--- config.mk ---
export PLATFORM = sky130hd
export DESIGN_NAME = framed_serial_receiver_crc16
export DESIGN_NICKNAME = d
export VERILOG_FILES = /design/src/rtl/fsrx_pkg.sv /design/src/rtl/framed_serial_receiver_crc16.sv /design/src/rtl/fsrx_crc_byte.sv
export SDC_FILE = /design/constraint.sdc
export NUM_CORES = 1
export LEC_CHECK = 0
export BUFFER_PORTS_ARGS = -buffer_cell sky130_fd_sc_hd__buf_2
export CORE_ASPECT_RATIO = 1.2
export CORE_UTILIZATION = 56
export DETAILED_ROUTE_END_ITERATION = 10
export PLACE_DENSITY = 0.8
export SYNTH_ARGS = -nofsm -noshare
export SYNTH_HDL_FRONTEND = slang
export SYNTH_SLANG_ARGS = --single-unit
--- constraint.sdc ---
create_clock -name clk -period 3.9 [get_ports clk]
set_input_delay 0 -clock clk [delete_from_list [all_inputs] [get_ports clk]]
set_output_delay 0 -clock clk [all_outputs]
set_load 0.1 [all_outputs]
--- src/rtl/fsrx_pkg.sv ---
`default_nettype none

package fsrx_pkg;

    // largest frame the receiver accepts, start byte not counted
    localparam int MAX_FRAME = 512;
    // byte position counter: the highest position reached is MAX_FRAME - 1
    localparam int POS_W     = $clog2(MAX_FRAME);
    localparam int LEN_W     = 16;
    // width for position and length sums
    localparam int CMP_W     = LEN_W + 1;
    localparam int CRC_W     = 16;
    localparam int BYTE_W    = 8;
    localparam int POSOUT_W  = 9;
    localparam int ERR_W     = 3;
    localparam int CFG_IDX_W = 2;
    localparam int CFG_DATA_W = 16;
    localparam int M_DATA_W  = 24;

    localparam logic [BYTE_W-1:0] START_RESET = 8'h02;
    localparam logic [BYTE_W-1:0] END_RESET   = 8'h03;
    localparam logic [CRC_W-1:0]  POLY_RESET  = 16'h8408;

    typedef enum logic [ERR_W-1:0] {
        ERR_NONE     = 3'd0,
        ERR_END_BYTE = 3'd1,
        ERR_CRC      = 3'd2,
        ERR_ZERO_LEN = 3'd3,
        ERR_TOO_LONG = 3'd4
    } err_code_t;

    typedef enum logic [CFG_IDX_W-1:0] {
        CFG_START_BYTE = 2'd0,
        CFG_END_BYTE   = 2'd1,
        CFG_CRC_POLY   = 2'd2
    } cfg_reg_t;

    // crc register and polynomial handed to the byte update
    typedef struct packed {
        logic [CRC_W-1:0] crc;
        logic [CRC_W-1:0] poly;
    } crc_ctrl_t;

endpackage

`default_nettype wire

--- src/rtl/framed_serial_receiver_crc16.sv ---
`default_nettype none

// channel  | dir | handshake                     | content
// ---------+-----+-------------------------------+-------------------------------
// s_*      | in  | s_tvalid / s_tready           | received byte
// m_*      | out | m_tvalid / m_tready           | status word per byte, tlast = frame end
// cfg_*    | in  | cfg_valid / cfg_ready         | register index and value
//
// one word in, one status word out; a new byte is taken every cycle while m_tready does not stall the output
// each byte passes two registers: the input register, then the framing/crc step into the result register
// the byte-wide crc update and the position compares sit between those two registers
// stalls on m_tready back up through the input register; no word is dropped
// asynchronous active-low reset returns to hunting with default start, end and polynomial

module framed_serial_receiver_crc16 (
    input  wire logic                                clk,
    input  wire logic                                rst_n,
    // slave side
    input  wire logic                                s_tvalid,
    output logic                                     s_tready,
    input  wire logic [fsrx_pkg::BYTE_W-1:0]         s_tdata,   // [7:0] rx_byte
    // master side
    output logic                                     m_tvalid,
    input  wire logic                                m_tready,
    // [0] in_frame, [9:1] position, [17:10] data, [18] checked_byte,
    // [21:19] error_code, [23:22] zero
    output logic [fsrx_pkg::M_DATA_W-1:0]            m_tdata,
    output logic                                     m_tlast,   // frame_done
    // configuration writes
    input  wire logic                                cfg_valid,
    output logic                                     cfg_ready,
    input  wire logic [fsrx_pkg::CFG_IDX_W-1:0]      cfg_addr,
    input  wire logic [fsrx_pkg::CFG_DATA_W-1:0]     cfg_data
);
    import fsrx_pkg::*;

    // configuration
    logic [BYTE_W-1:0] start_byte_reg;
    logic [BYTE_W-1:0] end_byte_reg;
    logic [CRC_W-1:0]  crc_poly_reg;

    // input register
    logic              in_valid_reg;
    logic [BYTE_W-1:0] in_byte_reg;

    // result register
    logic                out_valid_reg;
    logic [M_DATA_W-1:0] out_data_reg;
    logic                out_last_reg;

    // frame tracking state
    logic              synced_reg,      synced_next;
    logic [POS_W-1:0]  byte_pos_reg,    byte_pos_next;
    logic [BYTE_W-1:0] length_high_reg, length_high_next;
    logic [LEN_W-1:0]  payload_len_reg, payload_len_next;
    logic [CRC_W-1:0]  crc_acc_reg,     crc_acc_next;
    logic              end_ok_reg,      end_ok_next;
    logic [BYTE_W-1:0] crc_high_rx_reg, crc_high_rx_next;

    // per-byte status
    logic                in_frame;
    logic [POSOUT_W-1:0] position;
    logic                checked;
    logic                done;
    err_code_t           err;
    logic [LEN_W-1:0]    len_new;
    logic [CMP_W-1:0]    pos_w;
    logic [CMP_W-1:0]    len_w;
    logic [CRC_W-1:0]    crc_upd;
    crc_ctrl_t           crc_ctrl;
    logic                advance;

    assign advance  = in_valid_reg && (!out_valid_reg || m_tready);
    assign s_tready = !in_valid_reg || advance;
    assign cfg_ready = 1'b1;

    assign m_tvalid = out_valid_reg;
    assign m_tdata  = out_data_reg;
    assign m_tlast  = out_last_reg;

    assign crc_ctrl.crc  = crc_acc_reg;
    assign crc_ctrl.poly = crc_poly_reg;

    fsrx_crc_byte u_crc (
        .ctrl    (crc_ctrl),
        .data    (in_byte_reg),
        .crc_out (crc_upd)
    );

    // register writes; the user must do them only while the block is idle, the block itself does not enforce it
    always_ff @(posedge clk or negedge rst_n)
    begin
        if (!rst_n)
        begin
            start_byte_reg <= START_RESET;
            end_byte_reg   <= END_RESET;
            crc_poly_reg   <= POLY_RESET;
        end
        else if (cfg_valid && cfg_ready)
        begin
            unique case (cfg_addr)
                CFG_START_BYTE: start_byte_reg <= cfg_data[BYTE_W-1:0];
                CFG_END_BYTE:   end_byte_reg   <= cfg_data[BYTE_W-1:0];
                CFG_CRC_POLY:   crc_poly_reg   <= cfg_data[CRC_W-1:0];
                default:        ;
            endcase
        end
    end

    // input register
    always_ff @(posedge clk or negedge rst_n)
    begin
        if (!rst_n)
        begin
            in_valid_reg <= 1'b0;
        end
        else if (s_tvalid && s_tready)
        begin
            in_valid_reg <= 1'b1;
        end
        else if (advance)
        begin
            in_valid_reg <= 1'b0;
        end
    end

    always_ff @(posedge clk)
    begin
        if (s_tvalid && s_tready)
        begin
            in_byte_reg <= s_tdata;
        end
    end

    // framing decisions, all from the state left by the previous byte
    always_comb
    begin
        synced_next      = synced_reg;
        byte_pos_next    = byte_pos_reg;
        length_high_next = length_high_reg;
        payload_len_next = payload_len_reg;
        crc_acc_next     = crc_acc_reg;
        end_ok_next      = end_ok_reg;
        crc_high_rx_next = crc_high_rx_reg;

        in_frame = 1'b0;
        position = '0;
        checked  = 1'b0;
        done     = 1'b0;
        err      = ERR_NONE;
        len_new  = {length_high_reg, in_byte_reg};
        pos_w    = CMP_W'(byte_pos_reg);
        len_w    = CMP_W'(payload_len_reg);

        if (!synced_reg)
        begin
            // hunting: only the start byte does anything
            if (in_byte_reg == start_byte_reg)
            begin
                synced_next      = 1'b1;
                byte_pos_next    = '0;
                length_high_next = '0;
                payload_len_next = '0;
                crc_acc_next     = '0;
                end_ok_next      = 1'b0;
                crc_high_rx_next = '0;
            end
        end
        else
        begin
            in_frame = 1'b1;
            position = POSOUT_W'(byte_pos_reg);

            // header and payload are covered by the crc
            if (pos_w <= CMP_W'(3) || pos_w <= len_w + CMP_W'(3))
            begin
                checked      = 1'b1;
                crc_acc_next = crc_upd;
            end

            if (byte_pos_reg == POS_W'(2))
            begin
                length_high_next = in_byte_reg;
            end
            else if (byte_pos_reg == POS_W'(3))
            begin
                payload_len_next = len_new;
                if (len_new == '0)
                begin
                    done = 1'b1;
                    err  = ERR_ZERO_LEN;
                end
                else if (CMP_W'(len_new) + CMP_W'(7) > CMP_W'(MAX_FRAME))
                begin
                    done = 1'b1;
                    err  = ERR_TOO_LONG;
                end
            end
            else if (byte_pos_reg > POS_W'(3))
            begin
                if (pos_w == len_w + CMP_W'(4))
                begin
                    end_ok_next = (in_byte_reg == end_byte_reg);
                end
                else if (pos_w == len_w + CMP_W'(5))
                begin
                    crc_high_rx_next = in_byte_reg;
                end
                else if (pos_w == len_w + CMP_W'(6))
                begin
                    // a bad end byte outranks a crc mismatch
                    done = 1'b1;
                    if (!end_ok_reg)
                    begin
                        err = ERR_END_BYTE;
                    end
                    else if ({crc_high_rx_reg, in_byte_reg} != crc_acc_reg)
                    begin
                        err = ERR_CRC;
                    end
                end
            end

            if (done)
            begin
                // any frame end, good or bad, goes back to hunting
                synced_next      = 1'b0;
                byte_pos_next    = '0;
                length_high_next = '0;
                payload_len_next = '0;
                crc_acc_next     = '0;
                end_ok_next      = 1'b0;
                crc_high_rx_next = '0;
            end
            else
            begin
                byte_pos_next = byte_pos_reg + POS_W'(1);
            end
        end
    end

    // frame state moves once per byte handed to the result register
    always_ff @(posedge clk or negedge rst_n)
    begin
        if (!rst_n)
        begin
            synced_reg      <= 1'b0;
            byte_pos_reg    <= '0;
            length_high_reg <= '0;
            payload_len_reg <= '0;
            crc_acc_reg     <= '0;
            end_ok_reg      <= 1'b0;
            crc_high_rx_reg <= '0;
        end
        else if (advance)
        begin
            synced_reg      <= synced_next;
            byte_pos_reg    <= byte_pos_next;
            length_high_reg <= length_high_next;
            payload_len_reg <= payload_len_next;
            crc_acc_reg     <= crc_acc_next;
            end_ok_reg      <= end_ok_next;
            crc_high_rx_reg <= crc_high_rx_next;
        end
    end

    // result register
    always_ff @(posedge clk or negedge rst_n)
    begin
        if (!rst_n)
        begin
            out_valid_reg <= 1'b0;
        end
        else if (advance)
        begin
            out_valid_reg <= 1'b1;
        end
        else if (m_tready)
        begin
            out_valid_reg <= 1'b0;
        end
    end

    always_ff @(posedge clk)
    begin
        if (advance)
        begin
            out_data_reg <= {2'b00, err, checked, in_byte_reg, position, in_frame};
            out_last_reg <= done;
        end
    end

endmodule

`default_nettype wire

--- src/rtl/fsrx_crc_byte.sv ---
`default_nettype none

module fsrx_crc_byte (
    input  wire fsrx_pkg::crc_ctrl_t          ctrl,
    input  wire logic [fsrx_pkg::BYTE_W-1:0]  data,
    output logic [fsrx_pkg::CRC_W-1:0]        crc_out
);
    import fsrx_pkg::*;

    logic [CRC_W-1:0] c;

    // reflected update, lsb first, eight shifts
    always_comb
    begin
        c = ctrl.crc ^ {{(CRC_W-BYTE_W){1'b0}}, data};
        for (int k = 0; k < BYTE_W; k++)
        begin
            if (c[0])
            begin
                c = (c >> 1) ^ ctrl.poly;
            end
            else
            begin
                c = c >> 1;
            end
        end
        crc_out = c;
    end

endmodule

`default_nettype wire

==> results.py, run 1 <==
metrics = {
    "setup_path": {
        "start_kind": "flip-flop",
        "path_max_fanout": 15,
        "worstPathRequired_ns": 4.21,
        "max_stage_delay_ns": 0.52,
        "path_cells": "xor2_2 -> buf_4 -> mux2i_2 -> o22ai_2 -> or2_2 -> nand2_1 -> xnor3_2 -> xnor2_2 -> a311oi_2 -> buf_6 -> a221oi_4 -> xnor3_1 -> a22o_1",
        "crit_type": "reg2reg",
        "endpoint_kind": "flip-flop",
        "cp.arrival_ns": 4.14,
        "cp_slowest_cell": "edfxtp_1",
    },
    "clock_network": {
        "clock_latency_ns": 0.43,
        "ctsHtreeMaxLevel": 4,
        "cts_sinks": 124,
        "clkTransAtPathRegs_ns": 0.07,
        "cts-root-to-sink-buffers": 2,
        "clockRootBuffer": "clkbuf_16",
        "cts_buffers": 17,
        "tritoncts": "yes",
    },
    "timing": {
        "tns_ns": 0,
        "hold_viol_final": 0,
        "period_needed_ns": 3.83,
        "max_freq_ghz": 0.261,
        "hold_ws_ns": 0.124,
        "worst_pin_slew_ns": 0.982,
        "maxSlewHeadroom": 0.345,
        "report.final.slew_viol_count": 0,
        "finalCritPeriodShare": 0.981,
        "setup_violations": 0,
        "fin_ws_ns": 0.0736,
        "finClkSkew_ns": 0.0104,
    },
    "power": {
        "p_leak_nw": 4.60,
        "power_density_nw_per_um2": 1020,
        "power.total_mw": 11.1,
        "peakVddDrop_mv": 0.752,
    },
    "floorplan": {
        "num_io_pins": 59,
        "rows": 50,
        "die_w_um": 119,
        "die_h_um": 142,
        "initial_core_util": 0.580,
        "core_um2": 15800,
        "die_area_um2": 16900,
    },
    "synthesis": {
        "ys_warn_count": 0,
        "netlist_area_um2": 9180,
        "ys_ff_latch": 124,
        "synth_cell_types": 71,
        "syn_inst": 932,
        "synth_edf_count": 31,
        "yosys_most_used_dff": "dfrtp_1",
        "synthArstFlopShare": 0.750,
        "seq_area_frac_synth": 0.356,
        "syn_avg_cell_area_um2": 9.85,
    },
    "drt": {
        "vias_per_cell": 6.02,
        "wl_per_cell_um": 19.9,
        "wl_mm": 24.9,
        "via_count": 7510,
        "drt_iter0_drc": 820,
        "ant_nets": 0,
        "drc": 0,
        "drtPass1Iterations": 5,
    },
    "hold_path": {
        "hold_path.class": "in2reg",
    },
    "global_routing": {
        "globalRouteOverflowTotal": 0,
        "grt_use_total": 0.305,
        "antenna_found_initial": 0,
        "grt_pass1_wl_mm": 39.4,
        "grt_pass1_vias": 7483,
        "grt_max_degree": 74,
    },
    "place": {
        "postPlaceCellArea_um2": 9810,
        "portBuffers": 55,
        "hpwl_mm": 17.1,
        "gp_congestion": 0.953,
        "dp_cells": 1182,
        "pre_cts_slack_ns": -0.0432,
    },
    "finish": {
        "design_area_um2": 10800,
        "n_fill_cell": 1116,
        "areaGrowthSynthToFinish_pct": 18.0,
        "final_cell_count_no_fill": 1248,
        "fin_util": 0.684,
        "diodes": 0,
        "drive_above_1_share": 0.242,
        "largest_reg_flops": 22,
        "nets": 1078,
    },
    "run_status": {
        "status": "finished, final reports clean",
    },
    "flow_run": {
        "cap_violations": 0,
    },
}
==> cell families (layout without fill, tap and decap cells) <==
logic type,after synthesis,after routing,synth area share
AO/OA/AOI/OAI,147,147,0.117
XOR/XNOR,175,175,0.207
other,2,3,0.000818
adder cells (fa/ha/maj),20,20,0.0273
multiplexers,72,72,0.0866
flip-flops,124,124,0.356
AND/OR/NAND/NOR,306,306,0.165
buffers and inverters,86,193,0.0409
==> cells in the mapped netlist (9+ instances only) <==
cell / number / share of area
nand4_1: 16 / 0.011
a22o_1: 15 / 0.014
xor2_1: 36 / 0.034
edfxtp_1: 31 / 0.10
nor4_1: 12 / 0.0082
xnor2_1: 110 / 0.10
buf_2: 12 / 0.0065
o21ai_0: 24 / 0.013
mux2_2: 59 / 0.072
nor2_1: 49 / 0.020
nand2b_1: 13 / 0.0089
mux2i_1: 13 / 0.014
inv_1: 24 / 0.0098
nand2_1: 103 / 0.042
nor3_1: 20 / 0.011
clkbuf_1: 39 / 0.016
dfrtp_1: 87 / 0.24
and2_1: 31 / 0.021
a221oi_1: 9 / 0.0086
a21oi_1: 30 / 0.016
xnor3_1: 15 / 0.037
ha_1: 20 / 0.027
nand3_1: 26 / 0.014
==> cells in the final DEF (no fill, tap or decap), drive strengths merged, types with 4 or more instances in the layout <==
cell type      n
nand2b        13
or4            5
inv           31
a221oi        16
nor2b          5
dfstp          6
xnor2        120
a22o          15
mux2i         13
nor3          20
or2            5
dlygate4sd3   28
nand3b         4
xnor3         15
and3           7
edfxtp        31
dfrtp         87
mux2          59
o21a           7
xor2          40
and2          32
buf          109
o31ai          6
o211ai         5
a21o           6
ha            20
o22ai          5
o21ai         28
nor2          49
a31oi          6
clkbuf        18
nor4          12
nand3         26
a21oi         30
a211oi         6
nand4         16
nand2        103
==> routing by layer <==
layer	GRT usage	up-vias	wire length, um
li1	-	3462	-
met1	0.381	3646	10200
met2	0.497	318	11900
met3	0.0549	84	1530
met4	0.183	0	1190
met5	0	-	0
==> critical path: cells and delay by family, from the launching register on <==
family / cells / cell delay, ns
and+or+nand+nor: 2 / 0.41
AOI/OAI and AO/OA: 4 / 0.72
muxes: 1 / 0.26
buffers and inverters: 2 / 0.37
DFF: 1 / 0.52
xor gates and xnor gates: 4 / 1.42
==> area by class of cell <==
class                   instances  area [um2]  area share
clock inverters                14         159      0.0147
clock buffers                  18         429      0.0396
flip-flops and latches        124        3270       0.302
inverters                      24        90.1     0.00832
well taps                     208         260      0.0240
repair buffers                137         983      0.0908
multi-input cells             723        5640       0.521
==> power by group <==
part	internal [mW]	switching, mW
Combinational	3.85	3.72
Sequential	1.58	0.324
Clock	0.955	0.657
Total	6.39	4.70
==> repair_timing <==
item	4_1_cts	5_1_grt
endpoints found under the setup margin	6	24
gates resized for setup	2	17
buffers inserted	2	4
hold buffers	28	0
endpoints found under the hold margin	109	0
pin swaps	1	7
==> path summary, 6_finish.rpt <==
kind / end / depth (start not counted) / from / slack, ns
min in group asynchronous: payload_len_reg[11] / 2 / rst_n / 0.28
setup / recovery: crc_acc_reg[4] / 13 / in_byte_reg[0] / 0.07
hold / removal: start_byte_reg[7] / 4 / cfg_addr[1] / 0.12
max in group asynchronous: end_byte_reg[1] / 3 / rst_n / 2.73
setup reg to reg: crc_acc_reg[4] / 13 / in_byte_reg[0] / 0.07
hold reg to reg: m_tvalid / 1 / in_valid_reg / 0.48
Note: power is estimated with default switching activity, not from simulation.
==> run 2: changes to the inputs <==
Settings changed: CORE_UTILIZATION 56 to 58, CTS_BUF_LIST set to sky130_fd_sc_hd__clkbuf_2 sky130_fd_sc_hd__clkbuf_4 sky130_fd_sc_hd__clkbuf_8, PLACE_DENSITY 0.8 to 0.83.
==> run 2 against run 1 <==
Against the previous run:
- total power is 6.4% lower
- routed wire length is 2.8% lower
- cell count is 0.80% higher
- core utilization is 0.74 points higher
- register-to-register slack better by 0.04 ns
- clock skew is 0.0037 ns higher
==> results.py, run 2 (synthesis results as in run 1) <==
metrics = {
    "run_status": {
        "status": "finished, final reports clean",
    },
    "finish": {
        "diodes": 0,
        "final_common_cell": "xnor2_1",
        "drive_above_1_share": 0.252,
        "nets": 1088,
        "design_area_um2": 10700,
        "areaGrowthSynthToFinish_pct": 16.9,
        "layout_common_cells": "xnor2_1, nand2_1, dfrtp_1",
        "largest_reg_flops": 22,
    },
    "drt": {
        "wl_met1_mm": 9.06,
        "top_layer_used": "met4",
        "drc": 0,
        "vias_per_cell": 6.02,
        "drt_iter0_drc": 584,
        "drtPass1Iterations": 5,
        "wl_mm": 24.2,
        "wl_per_cell_um": 19.2,
        "dr_wl_met3_mm": 1.25,
        "route.met2.wl_mm": 12.5,
        "via_count": 7575,
        "ant_nets": 0,
    },
    "setup_path": {
        "crit_buf_inv": 2,
        "cp_slowest_cell": "or4_4",
        "endpoint_kind": "flip-flop",
        "path_cells": "buf_4 -> xnor2_4 -> xnor2_4 -> a21oi_1 -> or4_4 -> and2_0 -> xor2_1 -> buf_4 -> a211o_1 -> and3_1 -> xnor2_1 -> xnor3_1 -> a22o_1",
        "path_max_fanout": 4,
        "crit_family": "XOR/XNOR gates",
        "max_stage_delay_ns": 0.58,
        "cp.arrival_ns": 4.15,
        "start_kind": "flip-flop",
        "worstPathRequired_ns": 4.26,
        "crit_type": "reg2reg",
    },
    "clock_network": {
        "tritoncts": "yes",
        "clock_latency_ns": 0.47,
        "cts-root-to-sink-buffers": 2,
        "clockRootBuffer": "clkbuf_8",
        "cts_buffers": 17,
        "clkTransAtPathRegs_ns": 0.08,
        "ctsHtreeMaxLevel": 4,
        "cts_sinks": 124,
    },
    "timing": {
        "finClkSkew_ns": 0.0142,
        "maxSlewHeadroom": 0.153,
        "period_needed_ns": 3.79,
        "worst_pin_slew_ns": 1.27,
        "tns_ns": 0,
        "report.final.slew_viol_count": 0,
        "max_freq_ghz": 0.264,
        "setup_violations": 0,
        "finalCritPeriodShare": 0.972,
        "hold_viol_final": 0,
    },
    "global_routing": {
        "globalRouteOverflowTotal": 0,
        "grt_max_degree": 69,
        "antenna_found_initial": 0,
        "grt_pass1_vias": 7401,
        "grt_use_total": 0.310,
        "grt_pass1_wl_mm": 38.3,
    },
    "place": {
        "portBuffers": 55,
        "hpwl_mm": 17.3,
        "postPlaceCellArea_um2": 9870,
        "gp_congestion": 0.963,
    },
    "floorplan": {
        "num_io_pins": 59,
        "core_um2": 15500,
        "die_w_um": 117,
        "initial_core_util": 0.591,
        "die_h_um": 140,
        "die_area_um2": 16300,
        "rows": 50,
    },
    "power": {
        "sw_frac_of_total": 0.424,
        "p_sw_mw": 4.40,
        "power_density_nw_per_um2": 968,
        "sequentialPowerShare": 0.180,
        "p_int_mw": 5.98,
        "peakVddDrop_mv": 0.930,
        "p_leak_nw": 4.57,
        "combPwrFrac": 0.705,
        "clockPowerShare": 0.114,
    },
    "hold_path": {
        "hold_path.class": "in2reg",
    },
    "flow_run": {
        "cap_violations": 0,
    },
}
-- run 2: cell types whose count changed in the layout (fill, tap and decap cells not counted), sizes merged --
cell	previous run	this run
buf	109	119
clkbuf	18	17
clkinv	3	2
inv	31	33
-- run 2: layer usage --
layer / vias up / GRT usage
met5: - / 0
met4: 0 / 0.187
met3: 79 / 0.0544
met2: 320 / 0.532
met1: 3711 / 0.356
li1: 3465 / -
-- run 2: area by class of cell --
| cell class | count | area [um2] |
|---|---|---|
| Tap cell | 208 | 260 |
| Multi-Input combinational cell | 723 | 5640 |
| Inverter | 24 | 90.1 |
| Timing Repair Buffer | 147 | 1060 |
| Sequential cell | 124 | 3270 |
| Clock buffer | 17 | 234 |
| Fill cell | 1157 | 4790 |
| Clock inverter | 15 | 174 |
-- run 2: final timing paths --
check | start | end | slack [ns] | cells after the start
max reg2reg | in_byte_reg[0] | crc_acc_reg[0] | 0.11 | 13
min in group asynchronous | rst_n | crc_poly_reg[14] | 0.20 | 2
min | cfg_addr[1] | start_byte_reg[4] | 0.09 | 3
max in group asynchronous | rst_n | end_byte_reg[1] | 2.73 | 3
min reg2reg | in_valid_reg | m_tvalid | 0.50 | 1
max | in_byte_reg[0] | crc_acc_reg[0] | 0.11 | 13
-- run 2: per-stage QoR --
| step | setup slack (ns) | hold slack [ns] | std cells | utilization | power [mW] |
|---|---|---|---|---|---|
| finish | 0.109 | 0.0932 | 1258 | 0.691 | 10.4 |
| global placement | 0.122 | 0.171 | 1191 | 0.636 | 8.70 |
| CTS | 0.0176 | 0.0670 | 1252 | 0.682 | 10.1 |
| detailed placement | -0.0349 | 0.181 | 1191 | 0.636 | 8.83 |
| floorplan | 0.0737 | -0.296 | 933 | - | 7.60 |
| global route | -0.0123 | 0.102 | 1258 | 0.691 | 11.0 |
-- run 2: power groups by stage --
| stage | logic, mW | clock network, mW | registers, mW |
|---|---|---|---|
| after global routing | 7.81 | 1.25 | 1.90 |
| final | 7.32 | 1.19 | 1.87 |
| after detailed placement | 6.95 | 0 | 1.88 |
| after global placement | 6.82 | 0 | 1.87 |
| after floorplan | 5.69 | 0 | 1.91 |
| after CTS | 7.05 | 1.19 | 1.86 |
-- run 2: what timing repair did --
action	4_1_cts	5_1_grt
pin swaps	0	8
gates resized for setup	2	20
setup endpoints to repair	8	16
setup buffers	1	6
hold endpoints to repair	107	0
hold buffers	28	0
-- run 2: worst reg2reg max path, stage by stage, from the launching register on --
cell and delay, ns:
edfxtp_1 0.46, buf_4 0.19, xnor2_4 0.25, xnor2_4 0.17, a21oi_1 0.16, or4_4 0.58, and2_0 0.23, xor2_1 0.19
buf_4 0.14, a211o_1 0.27, and3_1 0.19, xnor2_1 0.20, xnor3_1 0.46, a22o_1 0.21
==> run 3: changes to the inputs <==
==> constraint.sdc (replaced) <==
create_clock -name clk -period 3.9 [get_ports clk]
set_input_delay 0.39 -clock clk [delete_from_list [all_inputs] [get_ports clk]]
set_output_delay 0.39 -clock clk [all_outputs]
set_load 0.1 [all_outputs]
==> run 3 against run 2 <==
Against the previous run:
- worst hold slack lost 0.041 ns
- register-to-register slack lost 0.07 ns
- design area shrank 3.1%
- core utilization shrank 2.2 points
- sequential share of layout area grew 0.97 points
- die area is the same
- combinational power shrank 0.5%
- critical endpoint is now crc_acc_reg[2]
- global-route usage shrank 0.83 points
- first-iteration DRC count grew 11%
- highest routed layer unchanged
- cell count shrank 2.1%
- largest cell class unchanged
- maximum frequency shrank 1.7%
==> results.py, run 3 (synthesis results as in run 1) <==
metrics = {
    "setup_path": {
        "crit_type": "reg2reg",
        "crit_family": "XOR/XNOR gates",
        "crit_buf_inv": 1,
        "path_cells": "xnor2_4 -> mux2i_1 -> mux2i_1 -> xor2_1 -> xor2_2 -> buf_4 -> xnor2_4 -> mux2_2 -> or3_4 -> a21oi_1 -> xnor3_1 -> a22o_1",
        "cp_slowest_cell": "edfxtp_1",
        "cp.depth": 12,
        "endpoint_kind": "flip-flop",
        "max_stage_delay_ns": 0.54,
        "rr_worst_depth": 12,
        "start_kind": "flip-flop",
        "path_max_fanout": 14,
        "cp.arrival_ns": 4.22,
        "worstPathRequired_ns": 4.27,
    },
    "timing": {
        "report.final.slew_viol_count": 0,
        "finalCritPeriodShare": 0.989,
        "fin_ws_ns": 0.0438,
        "tns_ns": 0,
        "hold_ws_ns": 0.0523,
        "maxSlewHeadroom": 0.180,
        "setup_violations": 0,
        "period_needed_ns": 3.86,
        "hold_viol_final": 0,
        "max_freq_ghz": 0.259,
        "worst_pin_slew_ns": 1.23,
        "finClkSkew_ns": 0.0131,
    },
    "power": {
        "peakVddDrop_mv": 1.05,
        "p_leak_nw": 4.44,
        "power_density_nw_per_um2": 985,
    },
    "flow_run": {
        "cap_violations": 0,
    },
    "global_routing": {
        "grt_pass1_wl_mm": 37.0,
        "grt_use_total": 0.302,
        "globalRouteOverflowTotal": 0,
        "grt_max_degree": 74,
        "grt_pass1_vias": 7305,
        "antenna_found_initial": 0,
    },
    "finish": {
        "final_cell_count_no_fill": 1231,
        "layout_common_cells": "xnor2_1, nand2_1, dfrtp_1",
        "nets": 1061,
        "n_fill_cell": 1226,
        "largest_reg_flops": 22,
        "design_area_um2": 10400,
        "final_common_cell": "xnor2_1",
        "drive_above_1_share": 0.259,
        "areaGrowthSynthToFinish_pct": 13.2,
        "diodes": 0,
    },
    "drt": {
        "drtPass1Iterations": 7,
        "drt_iter0_drc": 650,
        "wl_per_cell_um": 19.3,
        "vias_per_cell": 6.08,
        "via_count": 7483,
        "wl_mm": 23.7,
        "drc": 0,
        "ant_nets": 0,
    },
    "clock_network": {
        "clockRootBuffer": "clkbuf_8",
        "cts-root-to-sink-buffers": 2,
        "clock_latency_ns": 0.47,
        "cts_buffers": 17,
        "ctsHoldBuffers": 0,
        "clkTransAtPathRegs_ns": 0.08,
        "tritoncts": "yes",
        "cts_sinks": 124,
        "ctsHtreeMaxLevel": 4,
    },
    "floorplan": {
        "die_w_um": 117,
        "die_area_um2": 16300,
        "rows": 50,
        "initial_core_util": 0.591,
        "core_um2": 15500,
        "num_io_pins": 59,
        "die_h_um": 140,
    },
    "place": {
        "gp_congestion": 0.952,
        "postPlaceCellArea_um2": 9880,
        "hpwl_mm": 17.4,
        "pre_cts_slack_ns": -0.0510,
        "dp_cells": 1192,
        "portBuffers": 55,
    },
    "hold_path": {
        "hold_path.class": "in2async",
    },
    "run_status": {
        "status": "finished, final reports clean",
    },
}
-- run 3: per-stage QoR --
step,total power [mW],util
finish,10.2,0.670
global route,10.8,0.670
CTS,10.0,0.662
detailed placement,8.87,0.637
global placement,8.68,0.637
floorplan,7.60,-
-- run 3: where the power goes --
part | switching (mW) | internal, mW | total (mW) | leakage (nW)
Sequential | 0.291 | 1.58 | 1.87 | 1.50
Clock | 0.576 | 0.511 | 1.09 | 0.180
Combinational | 3.52 | 3.76 | 7.28 | 2.75
Total | 4.38 | 5.85 | 10.2 | 4.44
-- run 3: what timing repair did --
action / 4_1_cts / 5_1_grt
setup endpoints to repair: 8 / 16
pin swaps: 1 / 8
gates cloned: 0 / 0
gates resized for setup: 1 / 17
setup buffers: 2 / 5
endpoints found under the hold margin: 0 / 0
-- run 3: routing by layer --
layer	wire length [um]	vias up	global-route usage
met5	0	-	0
li1	-	3419	-
met2	12400	310	0.523
met4	1340	0	0.185
met1	8770	3654	0.340
met3	1220	100	0.0540
-- run 3: worst paths after layout --
path                           startpoint         endpoint  slack [ns]
max reg2reg                in_byte_reg[0]   crc_acc_reg[2]        0.04
min in group clk               s_tdata[6]   in_byte_reg[6]        0.09
max in group asynchronous           rst_n  end_byte_reg[0]        3.00
min reg2reg                  in_valid_reg         m_tvalid        0.49
min                                 rst_n  crc_acc_reg[10]        0.05
max                        in_byte_reg[0]   crc_acc_reg[2]        0.04
-- run 3: cell type report --
cell class,count,area (um2),share of cell area
Clock inverter,15,140,0.0135
Inverter,24,90.1,0.00867
Clock buffer,17,234,0.0225
Timing Repair Buffer,120,778,0.0749
Sequential cell,124,3270,0.314
Tap cell,208,260,0.0250
Multi-Input combinational cell,723,5620,0.541
